===== src/stsp_pkg.sv =====
// ----------------------------------------------------------------------------
// Speed-to-step pulse generator package
// Field widths, operation and mode codes, and shared types.
// ----------------------------------------------------------------------------
`default_nettype none

package stsp_pkg;

    localparam int OP_W        = 2;
    localparam int SPEED_W     = 24;
    localparam int RATE_W      = 28;
    localparam int RATE_MAG_W  = 27;
    localparam int PERIOD_W    = 30;
    localparam int COUNT_W     = 31;
    localparam int PPR_W       = 21;
    localparam int RAMP_W      = 10;
    localparam int MODE_W      = 2;
    localparam int CFG_INDEX_W = 1;
    localparam int CFG_DATA_W  = 21;
    localparam int FRAC_W      = 8;
    localparam int DIV_NUM_W   = 46;

    localparam logic [OP_W-1:0] OP_TICK    = 2'd0;
    localparam logic [OP_W-1:0] OP_SPEED   = 2'd1;
    localparam logic [OP_W-1:0] OP_RESTART = 2'd2;

    localparam logic [MODE_W-1:0] MODE_STEP_DIR = 2'd1;
    localparam logic [MODE_W-1:0] MODE_PARITY   = 2'd2;

    localparam logic [CFG_INDEX_W-1:0] REG_STEPS_PER_REV = 1'd0;
    localparam logic [CFG_INDEX_W-1:0] REG_PULSE_MODE    = 1'd1;

    localparam logic [PPR_W-1:0]    STEPS_PER_REV_RESET = 21'd3200;
    localparam logic [PERIOD_W-1:0] PERIOD_MAX          = {PERIOD_W{1'b1}};
    localparam logic [COUNT_W-1:0]  COUNT_MAX           = {COUNT_W{1'b1}};

    localparam int DEG_PER_REV     = 360;
    localparam int CREEP_DIVISOR   = 120;
    localparam int ZERO_RATE_SCALE = 1000;

    typedef struct packed {
        logic [OP_W-1:0]           operation;
        logic signed [SPEED_W-1:0] speed_dps;
        logic                      limit_fwd;
        logic                      limit_rev;
    } item_t;

    typedef struct packed {
        logic                     line_a;
        logic                     line_b;
        logic signed [RATE_W-1:0] rate_pulses;
        logic [PERIOD_W-1:0]      period_ticks;
    } result_t;

    typedef struct packed {
        logic                 done;
        logic [DIV_NUM_W-1:0] quotient;
    } div_status_t;

    typedef struct packed {
        logic               start;
        logic               restart;
        logic [SPEED_W-1:0] speed;
        logic               limit_fwd;
        logic               limit_rev;
    } cmd_req_t;

    typedef struct packed {
        logic                busy;
        logic                done;
        logic [RATE_W-1:0]   rate;
        logic [PERIOD_W-1:0] period;
    } cmd_result_t;

endpackage

`default_nettype wire


===== src/stsp_ifs.sv =====
// ----------------------------------------------------------------------------
// Speed-to-step pulse generator channels
// Valid/ready channels for requests and results.
// ----------------------------------------------------------------------------
`default_nettype none

interface stsp_item_if;
    logic           valid;
    logic           ready;
    stsp_pkg::item_t data;

    modport source (output valid, output data, input ready);
    modport sink   (input valid, input data, output ready);
endinterface

interface stsp_result_if;
    logic              valid;
    logic              ready;
    stsp_pkg::result_t data;

    modport source (output valid, output data, input ready);
    modport sink   (input valid, input data, output ready);
endinterface

`default_nettype wire


===== src/stsp_divider.sv =====
// ----------------------------------------------------------------------------
// Speed-to-step iterative divider
// Unsigned restoring divider, one quotient bit per cycle.
// ----------------------------------------------------------------------------
`default_nettype none

module stsp_divider #(
    parameter int DEN_W = 41
) (
    input  wire logic                           clk,
    input  wire logic                           rst_n,
    input  wire logic                           start,
    input  wire logic [stsp_pkg::DIV_NUM_W-1:0] num,
    input  wire logic [DEN_W-1:0]               den,
    output stsp_pkg::div_status_t               status
);

    localparam int NUM_W = stsp_pkg::DIV_NUM_W;
    localparam int CNT_W = $clog2(NUM_W);

    logic [NUM_W-1:0] quo_reg;
    logic [DEN_W-1:0] rem_reg;
    logic [DEN_W-1:0] den_reg;
    logic [CNT_W-1:0] cnt_reg;
    logic             busy_reg;
    logic             done_reg;

    logic [DEN_W:0] shifted;
    logic [DEN_W:0] diff;
    logic           take;

    assign shifted = {rem_reg, quo_reg[NUM_W-1]};
    assign take    = shifted >= {1'b0, den_reg};
    assign diff    = shifted - {1'b0, den_reg};

    always_ff @(posedge clk or negedge rst_n)
    begin
        if (!rst_n)
        begin
            busy_reg <= 1'b0;
            done_reg <= 1'b0;
            cnt_reg  <= '0;
        end
        else
        begin
            done_reg <= 1'b0;
            if (start)
            begin
                busy_reg <= 1'b1;
                cnt_reg  <= CNT_W'(NUM_W - 1);
            end
            else if (busy_reg)
            begin
                if (cnt_reg == '0)
                begin
                    busy_reg <= 1'b0;
                    done_reg <= 1'b1;
                end
                else
                begin
                    cnt_reg <= cnt_reg - 1'b1;
                end
            end
        end
    end

    always_ff @(posedge clk)
    begin
        if (start)
        begin
            quo_reg <= num;
            rem_reg <= '0;
            den_reg <= den;
        end
        else if (busy_reg)
        begin
            rem_reg <= take ? diff[DEN_W-1:0] : shifted[DEN_W-1:0];
            quo_reg <= {quo_reg[NUM_W-2:0], take};
        end
    end

    assign status.done     = done_reg;
    assign status.quotient = quo_reg;

endmodule

`default_nettype wire


===== src/stsp_sequencer.sv =====
// ----------------------------------------------------------------------------
// Speed-to-step command sequencer
// Ramp blend, rate and tick divider through one shared divider.
// ----------------------------------------------------------------------------
`default_nettype none

module stsp_sequencer #(
    parameter int CONTROL_RATE_HZ = 1000,
    parameter int TICK_RATE_HZ    = 100000,
    parameter int RAMP_STEPS      = 100,
    parameter int MIN_PERIOD      = 3
) (
    input  wire logic                       clk,
    input  wire logic                       rst_n,
    input  wire stsp_pkg::cmd_req_t         req,
    input  wire logic [stsp_pkg::PPR_W-1:0] steps_per_rev,
    output stsp_pkg::cmd_result_t           res
);

    localparam int    NUM_W    = stsp_pkg::DIV_NUM_W;
    localparam int    SPEED_W  = stsp_pkg::SPEED_W;
    localparam int    MAG_W    = stsp_pkg::RATE_MAG_W;
    localparam int    PPR_W    = stsp_pkg::PPR_W;
    localparam int    RAMP_W   = stsp_pkg::RAMP_W;
    localparam int    DELTA_W  = SPEED_W + 1;
    localparam int    BLEND_W  = DELTA_W + RAMP_W;
    localparam int    PROD_W   = SPEED_W + PPR_W;
    localparam int    WIDE_W   = stsp_pkg::PERIOD_W + 1;
    localparam int    CR_W     = $clog2(CONTROL_RATE_HZ + 1);
    localparam int    DEN_W    = MAG_W + CR_W;
    localparam int    RATE_DEN  = stsp_pkg::DEG_PER_REV * CONTROL_RATE_HZ;
    localparam int    CREEP_DEN = stsp_pkg::CREEP_DIVISOR * CONTROL_RATE_HZ;
    localparam longint TICK_NUM = longint'(TICK_RATE_HZ) * 256;

    localparam logic [RAMP_W-1:0] RAMP_Q = RAMP_W'(RAMP_STEPS);
    localparam logic [CR_W-1:0]   CR_Q   = CR_W'(CONTROL_RATE_HZ);
    localparam logic [WIDE_W-1:0] MIN_Q  = WIDE_W'(MIN_PERIOD);

    typedef enum logic [9:0] {
        S_IDLE       = 10'b00_0000_0001,
        S_BLEND_MUL  = 10'b00_0000_0010,
        S_BLEND_DIV  = 10'b00_0000_0100,
        S_BLEND_ADD  = 10'b00_0000_1000,
        S_RATE_MUL   = 10'b00_0001_0000,
        S_RATE_DIV   = 10'b00_0010_0000,
        S_RATE_CLAMP = 10'b00_0100_0000,
        S_PER_MUL    = 10'b00_1000_0000,
        S_PER_DIV    = 10'b01_0000_0000,
        S_FINISH     = 10'b10_0000_0000
    } seq_state_t;

    seq_state_t state_reg;
    seq_state_t state_next;

    logic [SPEED_W-1:0] smoothed_speed_reg;
    logic [RAMP_W-1:0]  ramp_count_reg;
    logic [DELTA_W-1:0] delta_mag_reg;
    logic               delta_neg_reg;
    logic               limit_fwd_reg;
    logic               limit_rev_reg;
    logic               rate_neg_reg;
    logic [MAG_W-1:0]   rate_mag_reg;
    logic [WIDE_W-1:0]  period_wide_reg;

    logic [DELTA_W-1:0] speed_ext;
    logic [DELTA_W-1:0] smooth_ext;
    logic [DELTA_W-1:0] delta;
    logic [RAMP_W-1:0]  ramp_factor;
    logic [BLEND_W-1:0] blend_prod;
    logic [DELTA_W-1:0] blend_q;
    logic [DELTA_W-1:0] smooth_sum;
    logic [SPEED_W-1:0] smooth_mag;
    logic [PROD_W-1:0]  rate_prod;
    logic               limit_any;
    logic [MAG_W-1:0]   rate_lim;
    logic [DEN_W-1:0]   per_den;
    logic [WIDE_W-1:0]  zero_period;
    logic [stsp_pkg::RATE_W-1:0] rate_pos;

    logic                  div_start;
    logic [NUM_W-1:0]      div_num;
    logic [DEN_W-1:0]      div_den;
    stsp_pkg::div_status_t div_status;

    stsp_divider #(
        .DEN_W (DEN_W)
    ) u_divider (
        .clk    (clk),
        .rst_n  (rst_n),
        .start  (div_start),
        .num    (div_num),
        .den    (div_den),
        .status (div_status)
    );

    assign speed_ext   = {req.speed[SPEED_W-1], req.speed};
    assign smooth_ext  = {smoothed_speed_reg[SPEED_W-1], smoothed_speed_reg};
    assign delta       = speed_ext - smooth_ext;
    assign ramp_factor = (ramp_count_reg > RAMP_Q) ? '0 : RAMP_Q - ramp_count_reg;
    assign blend_prod  = BLEND_W'(delta_mag_reg) * BLEND_W'(ramp_factor);
    assign blend_q     = div_status.quotient[DELTA_W-1:0];
    assign smooth_sum  = delta_neg_reg ? smooth_ext - blend_q : smooth_ext + blend_q;
    assign smooth_mag  = smoothed_speed_reg[SPEED_W-1] ? (~smoothed_speed_reg + 1'b1)
                                                       : smoothed_speed_reg;
    assign rate_prod   = PROD_W'(smooth_mag) * PROD_W'(steps_per_rev);
    assign limit_any   = limit_fwd_reg || limit_rev_reg;
    assign rate_lim    = {steps_per_rev[PPR_W-1:2], {stsp_pkg::FRAC_W{1'b0}}};
    assign per_den     = DEN_W'(rate_mag_reg) * DEN_W'(CR_Q);
    assign zero_period = WIDE_W'(steps_per_rev) * WIDE_W'(stsp_pkg::ZERO_RATE_SCALE);
    assign rate_pos    = {1'b0, rate_mag_reg};

    always_comb
    begin
        div_start = 1'b0;
        div_num   = NUM_W'(TICK_NUM);
        div_den   = per_den;
        unique case (state_reg)
            S_BLEND_MUL:
            begin
                div_start = 1'b1;
                div_num   = NUM_W'(blend_prod);
                div_den   = DEN_W'(RAMP_STEPS);
            end
            S_RATE_MUL:
            begin
                div_start = 1'b1;
                if (limit_any)
                begin
                    div_num = NUM_W'({steps_per_rev, {stsp_pkg::FRAC_W{1'b0}}});
                    div_den = DEN_W'(CREEP_DEN);
                end
                else
                begin
                    div_num = NUM_W'({rate_prod, 1'b0});
                    div_den = DEN_W'(RATE_DEN);
                end
            end
            S_PER_MUL:
            begin
                div_start = (rate_mag_reg != '0);
            end
            default:
            begin
                div_start = 1'b0;
            end
        endcase
    end

    always_comb
    begin
        state_next = state_reg;
        unique case (state_reg)
            S_IDLE:       if (req.start) state_next = S_BLEND_MUL;
            S_BLEND_MUL:  state_next = S_BLEND_DIV;
            S_BLEND_DIV:  if (div_status.done) state_next = S_BLEND_ADD;
            S_BLEND_ADD:  state_next = S_RATE_MUL;
            S_RATE_MUL:   state_next = S_RATE_DIV;
            S_RATE_DIV:   if (div_status.done) state_next = S_RATE_CLAMP;
            S_RATE_CLAMP: state_next = S_PER_MUL;
            S_PER_MUL:    state_next = (rate_mag_reg == '0) ? S_FINISH : S_PER_DIV;
            S_PER_DIV:    if (div_status.done) state_next = S_FINISH;
            S_FINISH:     state_next = S_IDLE;
            default:      state_next = S_IDLE;
        endcase
    end

    always_ff @(posedge clk or negedge rst_n)
    begin
        if (!rst_n)
        begin
            state_reg          <= S_IDLE;
            smoothed_speed_reg <= '0;
            ramp_count_reg     <= '0;
        end
        else
        begin
            state_reg <= state_next;
            if (req.restart)
            begin
                ramp_count_reg <= RAMP_Q;
            end
            else if ((state_reg == S_IDLE) && req.start && (ramp_count_reg != '0))
            begin
                ramp_count_reg <= ramp_count_reg - 1'b1;
            end
            if (state_reg == S_BLEND_ADD)
            begin
                smoothed_speed_reg <= smooth_sum[SPEED_W-1:0];
            end
        end
    end

    always_ff @(posedge clk)
    begin
        if ((state_reg == S_IDLE) && req.start)
        begin
            delta_neg_reg <= delta[DELTA_W-1];
            delta_mag_reg <= delta[DELTA_W-1] ? (~delta + 1'b1) : delta;
            limit_fwd_reg <= req.limit_fwd;
            limit_rev_reg <= req.limit_rev;
        end
        if (state_reg == S_RATE_MUL)
        begin
            rate_neg_reg <= limit_fwd_reg ? 1'b0
                          : (limit_rev_reg ? 1'b1 : smoothed_speed_reg[SPEED_W-1]);
        end
        if (state_reg == S_RATE_CLAMP)
        begin
            if (!limit_any && (div_status.quotient > NUM_W'(rate_lim)))
            begin
                rate_mag_reg <= rate_lim;
            end
            else
            begin
                rate_mag_reg <= div_status.quotient[MAG_W-1:0];
            end
        end
        if ((state_reg == S_PER_MUL) && (rate_mag_reg == '0))
        begin
            period_wide_reg <= zero_period;
        end
        if ((state_reg == S_PER_DIV) && div_status.done)
        begin
            period_wide_reg <= div_status.quotient[WIDE_W-1:0];
        end
    end

    assign res.busy = (state_reg != S_IDLE);
    assign res.done = (state_reg == S_FINISH);
    assign res.rate = rate_neg_reg ? (~rate_pos + 1'b1) : rate_pos;

    assign res.period = (period_wide_reg < MIN_Q) ? MIN_Q[stsp_pkg::PERIOD_W-1:0]
                      : (period_wide_reg > WIDE_W'(stsp_pkg::PERIOD_MAX))
                        ? stsp_pkg::PERIOD_MAX
                        : period_wide_reg[stsp_pkg::PERIOD_W-1:0];

endmodule

`default_nettype wire


===== src/speed_to_step_pulse_generator_unit.sv =====
// ----------------------------------------------------------------------------
// Speed-to-step pulse generator unit
// One stepper axis: ramped speed to pulse rate, tick divider and step lines.
// ----------------------------------------------------------------------------
// Channel  Side  Handshake     Payload
// item     in    valid/ready   operation, speed_dps, limit_fwd, limit_rev
// result   out   valid/ready   line_a, line_b, rate_pulses, period_ticks
// config   in    wr_en         reg_index, wr_data
//
// A tick, restart or unknown request gives its result the next cycle; a new
// one is taken in the same cycle as the previous result leaves.
// A speed command gives its result after three divider passes (46 quotient
// bits plus done) and six sequencing states; a zero rate skips the last
// pass. No request is taken meanwhile.
// Reset (async, active low) clears control regs; steps_per_rev 3200, mode 1.
// A result not yet taken holds off the next request.
// ----------------------------------------------------------------------------
`default_nettype none

module speed_to_step_pulse_generator_unit #(
    parameter int CONTROL_RATE_HZ = 1000,
    parameter int TICK_RATE_HZ    = 100000,
    parameter int RAMP_STEPS      = 100,
    parameter int MIN_PERIOD      = 3
) (
    input  wire logic                             clk,
    input  wire logic                             rst_n,
    input  wire logic                             wr_en,
    input  wire logic [stsp_pkg::CFG_INDEX_W-1:0] reg_index,
    input  wire logic [stsp_pkg::CFG_DATA_W-1:0]  wr_data,
    stsp_item_if.sink                             item,
    stsp_result_if.source                         result
);

    localparam int RATE_W   = stsp_pkg::RATE_W;
    localparam int COUNT_W  = stsp_pkg::COUNT_W;
    localparam int FRAC_W   = stsp_pkg::FRAC_W;

    logic [stsp_pkg::PPR_W-1:0]    steps_per_rev_reg;
    logic [stsp_pkg::MODE_W-1:0]   pulse_mode_reg;
    logic [RATE_W-1:0]             pulse_rate_reg;
    logic [stsp_pkg::PERIOD_W-1:0] tick_divider_reg;
    logic [COUNT_W-1:0]            tick_counter_reg;
    logic                          step_level_reg;
    logic [1:0]                    line_state_reg;
    logic                          result_valid_reg;

    logic                  accept;
    logic                  is_tick;
    logic                  is_speed;
    logic                  is_restart;
    logic [RATE_W-1:0]     rate_abs;
    logic [COUNT_W-1:0]    count_inc;
    logic                  pulse_fire;
    logic                  rate_neg;
    logic                  new_rate_pos;
    logic [stsp_pkg::MODE_W-1:0] mode_wr;

    stsp_pkg::cmd_req_t    cmd_req;
    stsp_pkg::cmd_result_t cmd_res;

    assign item.ready = !cmd_res.busy && (!result_valid_reg || result.ready);
    assign accept     = item.valid && item.ready;
    assign is_tick    = accept && (item.data.operation == stsp_pkg::OP_TICK);
    assign is_speed   = accept && (item.data.operation == stsp_pkg::OP_SPEED);
    assign is_restart = accept && (item.data.operation == stsp_pkg::OP_RESTART);

    assign cmd_req.start     = is_speed;
    assign cmd_req.restart   = is_restart;
    assign cmd_req.speed     = item.data.speed_dps;
    assign cmd_req.limit_fwd = item.data.limit_fwd;
    assign cmd_req.limit_rev = item.data.limit_rev;

    stsp_sequencer #(
        .CONTROL_RATE_HZ (CONTROL_RATE_HZ),
        .TICK_RATE_HZ    (TICK_RATE_HZ),
        .RAMP_STEPS      (RAMP_STEPS),
        .MIN_PERIOD      (MIN_PERIOD)
    ) u_sequencer (
        .clk           (clk),
        .rst_n         (rst_n),
        .req           (cmd_req),
        .steps_per_rev (steps_per_rev_reg),
        .res           (cmd_res)
    );

    assign rate_neg     = pulse_rate_reg[RATE_W-1];
    assign rate_abs     = rate_neg ? (~pulse_rate_reg + 1'b1) : pulse_rate_reg;
    assign count_inc    = (tick_counter_reg == stsp_pkg::COUNT_MAX) ? tick_counter_reg
                                                                    : tick_counter_reg + 1'b1;
    assign pulse_fire   = (rate_abs[RATE_W-1:FRAC_W] != '0)
                       && (count_inc > {1'b0, tick_divider_reg});
    assign new_rate_pos = !cmd_res.rate[RATE_W-1] && (cmd_res.rate != '0);
    assign mode_wr      = wr_data[stsp_pkg::MODE_W-1:0];

    always_ff @(posedge clk or negedge rst_n)
    begin
        if (!rst_n)
        begin
            steps_per_rev_reg <= stsp_pkg::STEPS_PER_REV_RESET;
            pulse_mode_reg    <= stsp_pkg::MODE_STEP_DIR;
        end
        else if (wr_en)
        begin
            unique case (reg_index)
                stsp_pkg::REG_STEPS_PER_REV:
                begin
                    steps_per_rev_reg <= wr_data[stsp_pkg::PPR_W-1:0];
                end
                stsp_pkg::REG_PULSE_MODE:
                begin
                    // drop codes other than the two modes
                    if ((mode_wr == stsp_pkg::MODE_STEP_DIR)
                        || (mode_wr == stsp_pkg::MODE_PARITY))
                    begin
                        pulse_mode_reg <= mode_wr;
                    end
                end
            endcase
        end
    end

    always_ff @(posedge clk or negedge rst_n)
    begin
        if (!rst_n)
        begin
            pulse_rate_reg   <= '0;
            tick_divider_reg <= '0;
            tick_counter_reg <= '0;
            step_level_reg   <= 1'b0;
            line_state_reg   <= '0;
            result_valid_reg <= 1'b0;
        end
        else
        begin
            if (is_tick)
            begin
                tick_counter_reg <= pulse_fire ? '0 : count_inc;
                if (pulse_fire)
                begin
                    priority if (pulse_mode_reg == stsp_pkg::MODE_STEP_DIR)
                    begin
                        step_level_reg    <= ~step_level_reg;
                        line_state_reg[0] <= ~step_level_reg;
                    end
                    else if (pulse_mode_reg == stsp_pkg::MODE_PARITY)
                    begin
                        line_state_reg <= rate_neg ? {1'b1, rate_abs[FRAC_W]}
                                                   : {rate_abs[FRAC_W], 1'b1};
                    end
                    else
                    begin
                        line_state_reg <= line_state_reg;
                    end
                end
            end

            if (is_restart)
            begin
                pulse_rate_reg <= '0;
            end

            if (cmd_res.done)
            begin
                pulse_rate_reg   <= cmd_res.rate;
                tick_divider_reg <= cmd_res.period;
                if (pulse_mode_reg == stsp_pkg::MODE_STEP_DIR)
                begin
                    line_state_reg[1] <= !new_rate_pos;
                end
            end

            if ((accept && !is_speed) || cmd_res.done)
            begin
                result_valid_reg <= 1'b1;
            end
            else if (result.ready)
            begin
                result_valid_reg <= 1'b0;
            end
        end
    end

    assign result.valid             = result_valid_reg;
    assign result.data.line_a       = line_state_reg[0];
    assign result.data.line_b       = line_state_reg[1];
    assign result.data.rate_pulses  = pulse_rate_reg;
    assign result.data.period_ticks = tick_divider_reg;

endmodule

`default_nettype wire


===== src/flat_wrapper.sv =====
// flat-port wrapper written by rule: the top's interface ports become plain ports
module speed_to_step_pulse_generator_unit_flat 
#(
    parameter int CONTROL_RATE_HZ = 1000,
    parameter int TICK_RATE_HZ    = 100000,
    parameter int RAMP_STEPS      = 100,
    parameter int MIN_PERIOD      = 3
)
  (clk, rst_n, wr_en, reg_index, wr_data, item_valid, item_data, item_ready, result_valid, result_data, result_ready);
  stsp_item_if item_i ();
  stsp_result_if result_i ();
  input  wire logic clk;
  input  wire logic rst_n;
  input  wire logic wr_en;
  input  wire logic [stsp_pkg::CFG_INDEX_W-1:0] reg_index;
  input  wire logic [stsp_pkg::CFG_DATA_W-1:0] wr_data;
  input wire logic [$bits(item_i.valid)-1:0] item_valid;
  input wire logic [$bits(item_i.data)-1:0] item_data;
  output wire logic [$bits(item_i.ready)-1:0] item_ready;
  output wire logic [$bits(result_i.valid)-1:0] result_valid;
  output wire logic [$bits(result_i.data)-1:0] result_data;
  input wire logic [$bits(result_i.ready)-1:0] result_ready;
  assign item_i.valid = item_valid;
  assign item_i.data = item_data;
  assign item_ready = item_i.ready;
  assign result_valid = result_i.valid;
  assign result_data = result_i.data;
  assign result_i.ready = result_ready;
  speed_to_step_pulse_generator_unit #(.CONTROL_RATE_HZ(CONTROL_RATE_HZ), .TICK_RATE_HZ(TICK_RATE_HZ), .RAMP_STEPS(RAMP_STEPS), .MIN_PERIOD(MIN_PERIOD)) u_core (.clk(clk), .rst_n(rst_n), .wr_en(wr_en), .reg_index(reg_index), .wr_data(wr_data), .item(item_i), .result(result_i));
endmodule

===== config.mk =====
export PLATFORM = sky130hd
export DESIGN_NAME = speed_to_step_pulse_generator_unit_flat
export DESIGN_NICKNAME = d
export VERILOG_FILES = /design/src/stsp_pkg.sv /design/src/stsp_ifs.sv /design/src/stsp_divider.sv /design/src/stsp_sequencer.sv /design/src/speed_to_step_pulse_generator_unit.sv /design/src/flat_wrapper.sv
export SDC_FILE = /design/constraint.sdc
export NUM_CORES = 2
export LEC_CHECK = 0
export ABC_AREA = 1
export BUFFER_PORTS_ARGS = -buffer_cell sky130_fd_sc_hd__buf_2
export CAP_MARGIN = 20
export CELL_PAD_IN_SITES_DETAIL_PLACEMENT = 0
export CELL_PAD_IN_SITES_GLOBAL_PLACEMENT = 1
export CORE_UTILIZATION = 50
export CTS_BUF_LIST = sky130_fd_sc_hd__clkbuf_16
export DETAILED_ROUTE_END_ITERATION = 16
export GPL_TIMING_DRIVEN = 0
export HOLD_SLACK_MARGIN = 0.03
export PLACE_DENSITY_LB_ADDON = 0.1
export SLEW_MARGIN = 5
export SYNTH_ARGS = -nofsm -noshare
export SYNTH_HDL_FRONTEND = slang
export SYNTH_SLANG_ARGS = --single-unit
export TNS_END_PERCENT = 1

===== constraint.sdc =====
create_clock -name clk -period 9.2 [get_ports clk]
set_input_delay 0.46 -clock clk [delete_from_list [all_inputs] [get_ports clk]]
set_output_delay 0.46 -clock clk [all_outputs]
set_load 0.03 [all_outputs]

# Yosys cells after proc, flatten, opt, wreduce, memory -nomap -nowiden
# Index checks and enable logic that the tools add are counted.
# word_totals
ff_bits	375
in_bits	55
output_inout_bits	62
elab_cells	172
# classes
n_addsub	12
multipliers	4
n_lt_le_gt_ge	6
eq_ne	23
mux	51
bitwise	6
n_reduce_logical	43
# ops
op	count
46-bit 2-to-1 mux	3
31-bit 2-to-1 mux	4
28-bit 2-to-1 mux	4
46-bit case mux with 2 select lines	1
10-bit case mux with 9 select lines	1
10-bit 2-to-1 mux	8
37-bit case mux with 2 select lines	1
24-bit 2-to-1 mux	3
30-bit 2-to-1 mux	2
28-bit by 1-bit adder with 28-bit output (second input constant)	2
46-bit by 27-bit greater-than comparator with 1-bit output	1
24-bit by 21-bit multiplier with 45-bit output	1
38-bit by 37-bit greater-or-equal comparator with 1-bit output	1
37-bit 2-to-1 mux	1
37-bit subtractor	1
25-bit by 10-bit multiplier with 35-bit output	1
27-bit by 7-bit multiplier with 34-bit output (second input constant)	1
31-bit by 1-bit adder with 31-bit output (second input constant)	1
31-bit equality test (second input constant)	1
31-bit by 30-bit greater-than comparator with 1-bit output	1
31-bit by 30-bit greater-than comparator with 1-bit output (second input constant)	1
31-bit by 2-bit < comparator with 1-bit output (second input constant)	1
21-bit by 7-bit multiplier with 28-bit output (second input constant)	1
27-bit NOT with 28-bit output	1
49 further kinds	102

# Depth between registers and ports, before layout
# logic_depth
ltp_word	10
ltp_mapped	41
ltp_nobuf	39

# Modules after synthesis
# A second synthesis with hierarchy kept.
# hier_totals
cells_unflattened	7934
area_unflattened_um2	59600.9
# by_module_without_submodules
module	instances	cells_per_inst	area_each_um2	seq_area_each_um2
stsp_sequencer	1	5921	44619.0	3714.8
stsp_divider	1	1126	8071.5	3433.3
speed_to_step_pulse_generator_unit	1	887	6910.4	2907.8

# Worst setup path after synthesis
# OpenSTA, ideal clock, no wires.
# synth_timing
path_type	flip-flop to flip-flop
startpoint	register u_core.u_sequencer.smoothed_speed_reg[0]
endpoint	register u_core.u_sequencer.u_divider.quo_reg[23] (data pin)
setup_time_ns	0.255
arrival_ns	7.744
t_required_ns	8.945
slack_ns	1.200
stages_incl_launch_ff	41
path_buffers	2
synth_period_minus_slack_ns	8.000
cell_sequence	dfrtp_1 > clkbuf_1 > inv_1 > ha_1 > inv_1 > nor3_1 > inv_1 > nor2_1 > nand2_1 > nor3_2 > nand2_1 > nand2_1 > o21ai_0 > xor2_2 > inv_1 > buf_4 > nor2_1 > fa_1 > [... 5 more ...] > fa_1 > fa_1 > inv_1 > fa_1 > inv_1 > ha_1 > nand2_1 > nor2_1 > inv_1 > nor2_1 > inv_1 > o21ai_0 > a21oi_1 > or2_2 > nand3_1 > nand4_1 > o21ai_0 > inv_1
# synth_via
elab_chain_cells	7
# synth_lines
element	line	rtl
start: declaration	stsp_sequencer.sv:55	logic [SPEED_W-1:0] smoothed_speed_reg;
start signal: assignment	stsp_sequencer.sv:188	smoothed_speed_reg <= smooth_sum[SPEED_W-1:0];
24-bit NOT	stsp_sequencer.sv:103	assign smooth_mag = smoothed_speed_reg[SPEED_W-1] ? (~smoothed_speed_reg + 1'b1)
24-bit by 1-bit adder with 24-bit output	stsp_sequencer.sv:103	
24-bit 2-to-1 mux (*)	stsp_sequencer.sv:103	
24-bit by 21-bit multiplier with 45-bit output (*)	stsp_sequencer.sv:105	assign rate_prod = PROD_W'(smooth_mag) * PROD_W'(steps_per_rev);
46-bit 2-to-1 mux (*)	stsp_sequencer.sv:127	if (limit_any)
46-bit case mux with 2 select lines (*)	stsp_sequencer.sv:117	unique case (state_reg)
46-bit 2-to-1 mux (*)	stsp_divider.sv:69	if (start)
end signal: assignment	stsp_divider.sv:71	quo_reg <= num;
end signal: assignment	stsp_divider.sv:78	quo_reg <= {quo_reg[NUM_W-2:0], take};
end: declaration	stsp_divider.sv:21	logic [NUM_W-1:0] quo_reg;
# Mark *: on every way between the ends. The rest lies on a longest branch, timed or not.
# A chain may end at the register's enable or synchronous reset.

# Final worst setup path
# layout_timing
startpoint	register u_core.u_sequencer.smoothed_speed_reg[0]
endpoint	register u_core.u_sequencer.u_divider.quo_reg[45] (data pin)
# The elaborated chain is that of the path after synthesis.

==> flow_metrics.py <==
metrics = {
    "outcome": {
        "status": "finished, violations left",
        "violations": "design-rule violations",
    },
    "finish": {
        "largest_register_ffs": 46,
        "area.growth.synth_to_final_pct": 8.20,
        "final_common_cell": "inv_1",
        "nets": 9081,
        "drive_gt1_share_pct": 4.93,
        "layoutNonFillerInstCount": 9283,
        "mostFrequentLayoutCells": "1505 x inv_1, 1440 x nand2_1, 907 x nor2_1",
    },
    "sta": {
        "period_minus_slack_ps": 8970,
        "finalWorstSetupSlack_ps": 231,
        "slew_violations": 0,
        "setup_tns_ps": 0,
        "worstMarginPinSlew_ps": 1200,
        "timing.fmax_mhz": 111,
        "finClkSkew_ps": 23.7,
        "slew_headroom_pct": 19.9,
        "fin_crit_sh_pct": 97.5,
        "setup_viol": 0,
        "fin_hold_ws_ps": 74.4,
        "rsz0062_at_grt": "yes",
        "hold_viol": 0,
    },
    "die": {
        "fp.dieH_um": 342,
        "die_w_um": 342,
        "pin_count": 117,
        "dieArea_um2": 117000,
        "core.rowCount": 124,
        "core_um2": 115000,
        "start_util_pct": 50.6,
    },
    "route": {
        "routed-via-count": 50600,
        "drt_iter0_drc": 3814,
        "drc": 4,
        "wl_per_cell_um": 21.3,
        "avgViaCountPerCell": 5.45,
        "routed_wl_mm": 198,
        "drtPass1Iterations": 12,
        "final_antenna_net_count": 0,
    },
    "global_route": {
        "grtUsageTotal_pct": 34.4,
        "grt_pass1_wl_mm": 303,
        "overflow": 0,
        "grt_start_max_net_pins": 95,
        "grt_pass1_vias": 50900,
        "antenna_found_initial": 25,
    },
    "logic_synthesis": {
        "synth_edf_count": 168,
        "syn_avg_cell_area_um2": 7.70,
        "synthCells": 7519,
        "synth-seq-cells": 373,
        "synthArstFlopShare_pct": 45.0,
        "syn_area_um2": 57900,
        "ys_seq_area_share_pct": 17.3,
        "synth_cell_type_count": 71,
        "yosys_warnings": 0,
        "synth-main-ff-cell": "edfxtp_1",
    },
    "placement": {
        "dp_slack_ps": -1400,
        "dpl.hpwl_mm": 166,
        "port_buffers": 116,
        "gp_congestion": 0.975,
        "placed_cells": 9180,
    },
    "clock_network": {
        "clockBufferDepth": 3,
        "cts-root-buf": "clkbuf_16",
        "cts_tree": "built",
        "cts_sinks": 373,
        "htree_levels": 2,
        "clk-insertion-delay-late_ps": 640,
        "numCtsBuffers": 47,
        "path_clk_slew_ps": 60,
    },
    "worst_setup_path": {
        "r2r_end": "u_core.u_sequencer.u_divider.quo_reg[45]",
        "rrSetupSlack_ps": 230,
        "arrival_ps": 9330,
        "r2r_cells": 33,
        "cp.required_ps": 9560,
        "critical_path.max_fanout": 10,
        "worst_path_max_delay_cell": "fa_1",
        "critPathLaunchType": "register",
        "r2r_start": "u_core.u_sequencer.smoothed_speed_reg[0]",
        "timing_worst_setup_path_type": "register to register",
        "cp-end-kind": "register",
        "worst_path_largest_cell_delay_ps": 580,
    },
    "worst_hold_path": {
        "hp-class": "input pin to register",
        "hold_depth": 3,
        "min_from": "wr_data[11]",
        "hold_end": "u_core.steps_per_rev_reg[11]",
    },
    "flow_run": {
        "max_cap_violations": 0,
    },
}
-- kinds of logic after synthesis --
| group | Yosys count | share of synthesized area, % |
|---|---|---|
| AO/OA/AOI/OAI | 996 | 9.45 |
| XOR/XNOR | 181 | 2.78 |
| adder cells (fa/ha/maj) | 1301 | 38.1 |
| buffers and inverters | 1710 | 11.2 |
| flip-flops | 373 | 17.3 |
| multiplexers | 1 | 0.0195 |
| other | 2 | 0.0130 |
| AND/OR/NAND/NOR | 2955 | 21.1 |
-- cell type report --
type | instances | area, µm²
Antenna cell | 9 | 22.5
Buffer | 176 | 766
Clock buffer | 47 | 1180
Clock inverter | 39 | 509
Fill cell | 11300 | 51900
Inverter | 1531 | 5760
Multi-Input combinational cell | 5459 | 41600
Sequential cell | 373 | 10000
Tap cell | 1512 | 1890
Timing Repair Buffer | 137 | 863
-- how the worst max path moves through the flow --
| stage | from | to | slack [ps] | cells past startpoint |
|---|---|---|---|---|
| 5_1_grt | u_core.u_sequencer.smoothed_speed_reg[0] | u_core.u_sequencer.u_divider.quo_reg[28] | -70 | 32 |
| 3_3_place_gp | u_core.u_sequencer.smoothed_speed_reg[0] | u_core.u_sequencer.u_divider.quo_reg[27] | -1420 | 37 |
| 2_1_floorplan | u_core.u_sequencer.smoothed_speed_reg[0] | u_core.u_sequencer.u_divider.quo_reg[23] | 1200 | 40 |
| 4_1_cts | u_core.u_sequencer.smoothed_speed_reg[0] | u_core.u_sequencer.u_divider.quo_reg[45] | -6 | 36 |
| 6_report | u_core.u_sequencer.smoothed_speed_reg[0] | u_core.u_sequencer.u_divider.quo_reg[45] | 230 | 33 |
| 3_5_place_dp | u_core.u_sequencer.smoothed_speed_reg[0] | u_core.u_sequencer.u_divider.quo_reg[31] | -1400 | 35 |
-- stage by stage --
stage / utilization (%) / instance area (µm²)
floorplan: - / 58000
global placement: 52.8 / 60400
detailed placement: 52.9 / 60600
CTS: 54.5 / 62400
global route: 54.7 / 62600
finish: 54.7 / 62600
-- critical path, delay by kind of cell (launching register included) --
| kind | cells | cell delay, ps |
|---|---|---|
| buf+inv | 9 | 1570 |
| flops | 1 | 480 |
| simple gates | 12 | 1780 |
| fa+ha+maj | 9 | 4480 |
| compound gates | 3 | 390 |
-- synthesized netlist by cell type, drive strengths merged (9+ instances only) --
master,instances,area share [%]
a211oi,9,0.12
a21boi,11,0.14
a21o,19,0.25
a21oi,363,3.1
a31oi,14,0.15
buf,49,0.45
clkbuf,130,0.84
clkinv,17,0.11
dfrtp,163,7.0
dfxtp,37,1.3
edfxtp,168,8.7
fa,772,27
ha,529,11
inv,1514,9.8
nand2,1454,9.5
nand3,307,2.7
nand3b,13,0.19
nand4,93,1.0
nor2,919,6.0
nor3,82,0.77
nor4,33,0.38
o211ai,36,0.47
o21a,20,0.26
o21ai,443,3.8
o21bai,23,0.30
o22ai,17,0.18
or2,42,0.45
xnor2,56,0.85
xor2,125,1.9
-- repair_timing --
| item | in CTS | in global routing |
|---|---|---|
| hold buffers | 1 | 0 |
| setup buffers | 4 | 4 |
| hold endpoints to repair | 71 | 0 |
| endpoints found under the setup margin | 34 | 29 |
| gates resized for setup | 30 | 35 |
| pin swaps | 1 | 1 |
-- metal layers --
layer,share of wire [%],track usage [%],vias to the layer above
li1,-,-,23900
met1,42,44.8,24700
met2,46,56.5,1610
met3,7.6,6.81,349
met4,4.1,12.4,24
met5,0.065,0,-
Power is not shown: default switching activity piles up to over one toggle a cycle in this logic, so the estimate is an artifact.
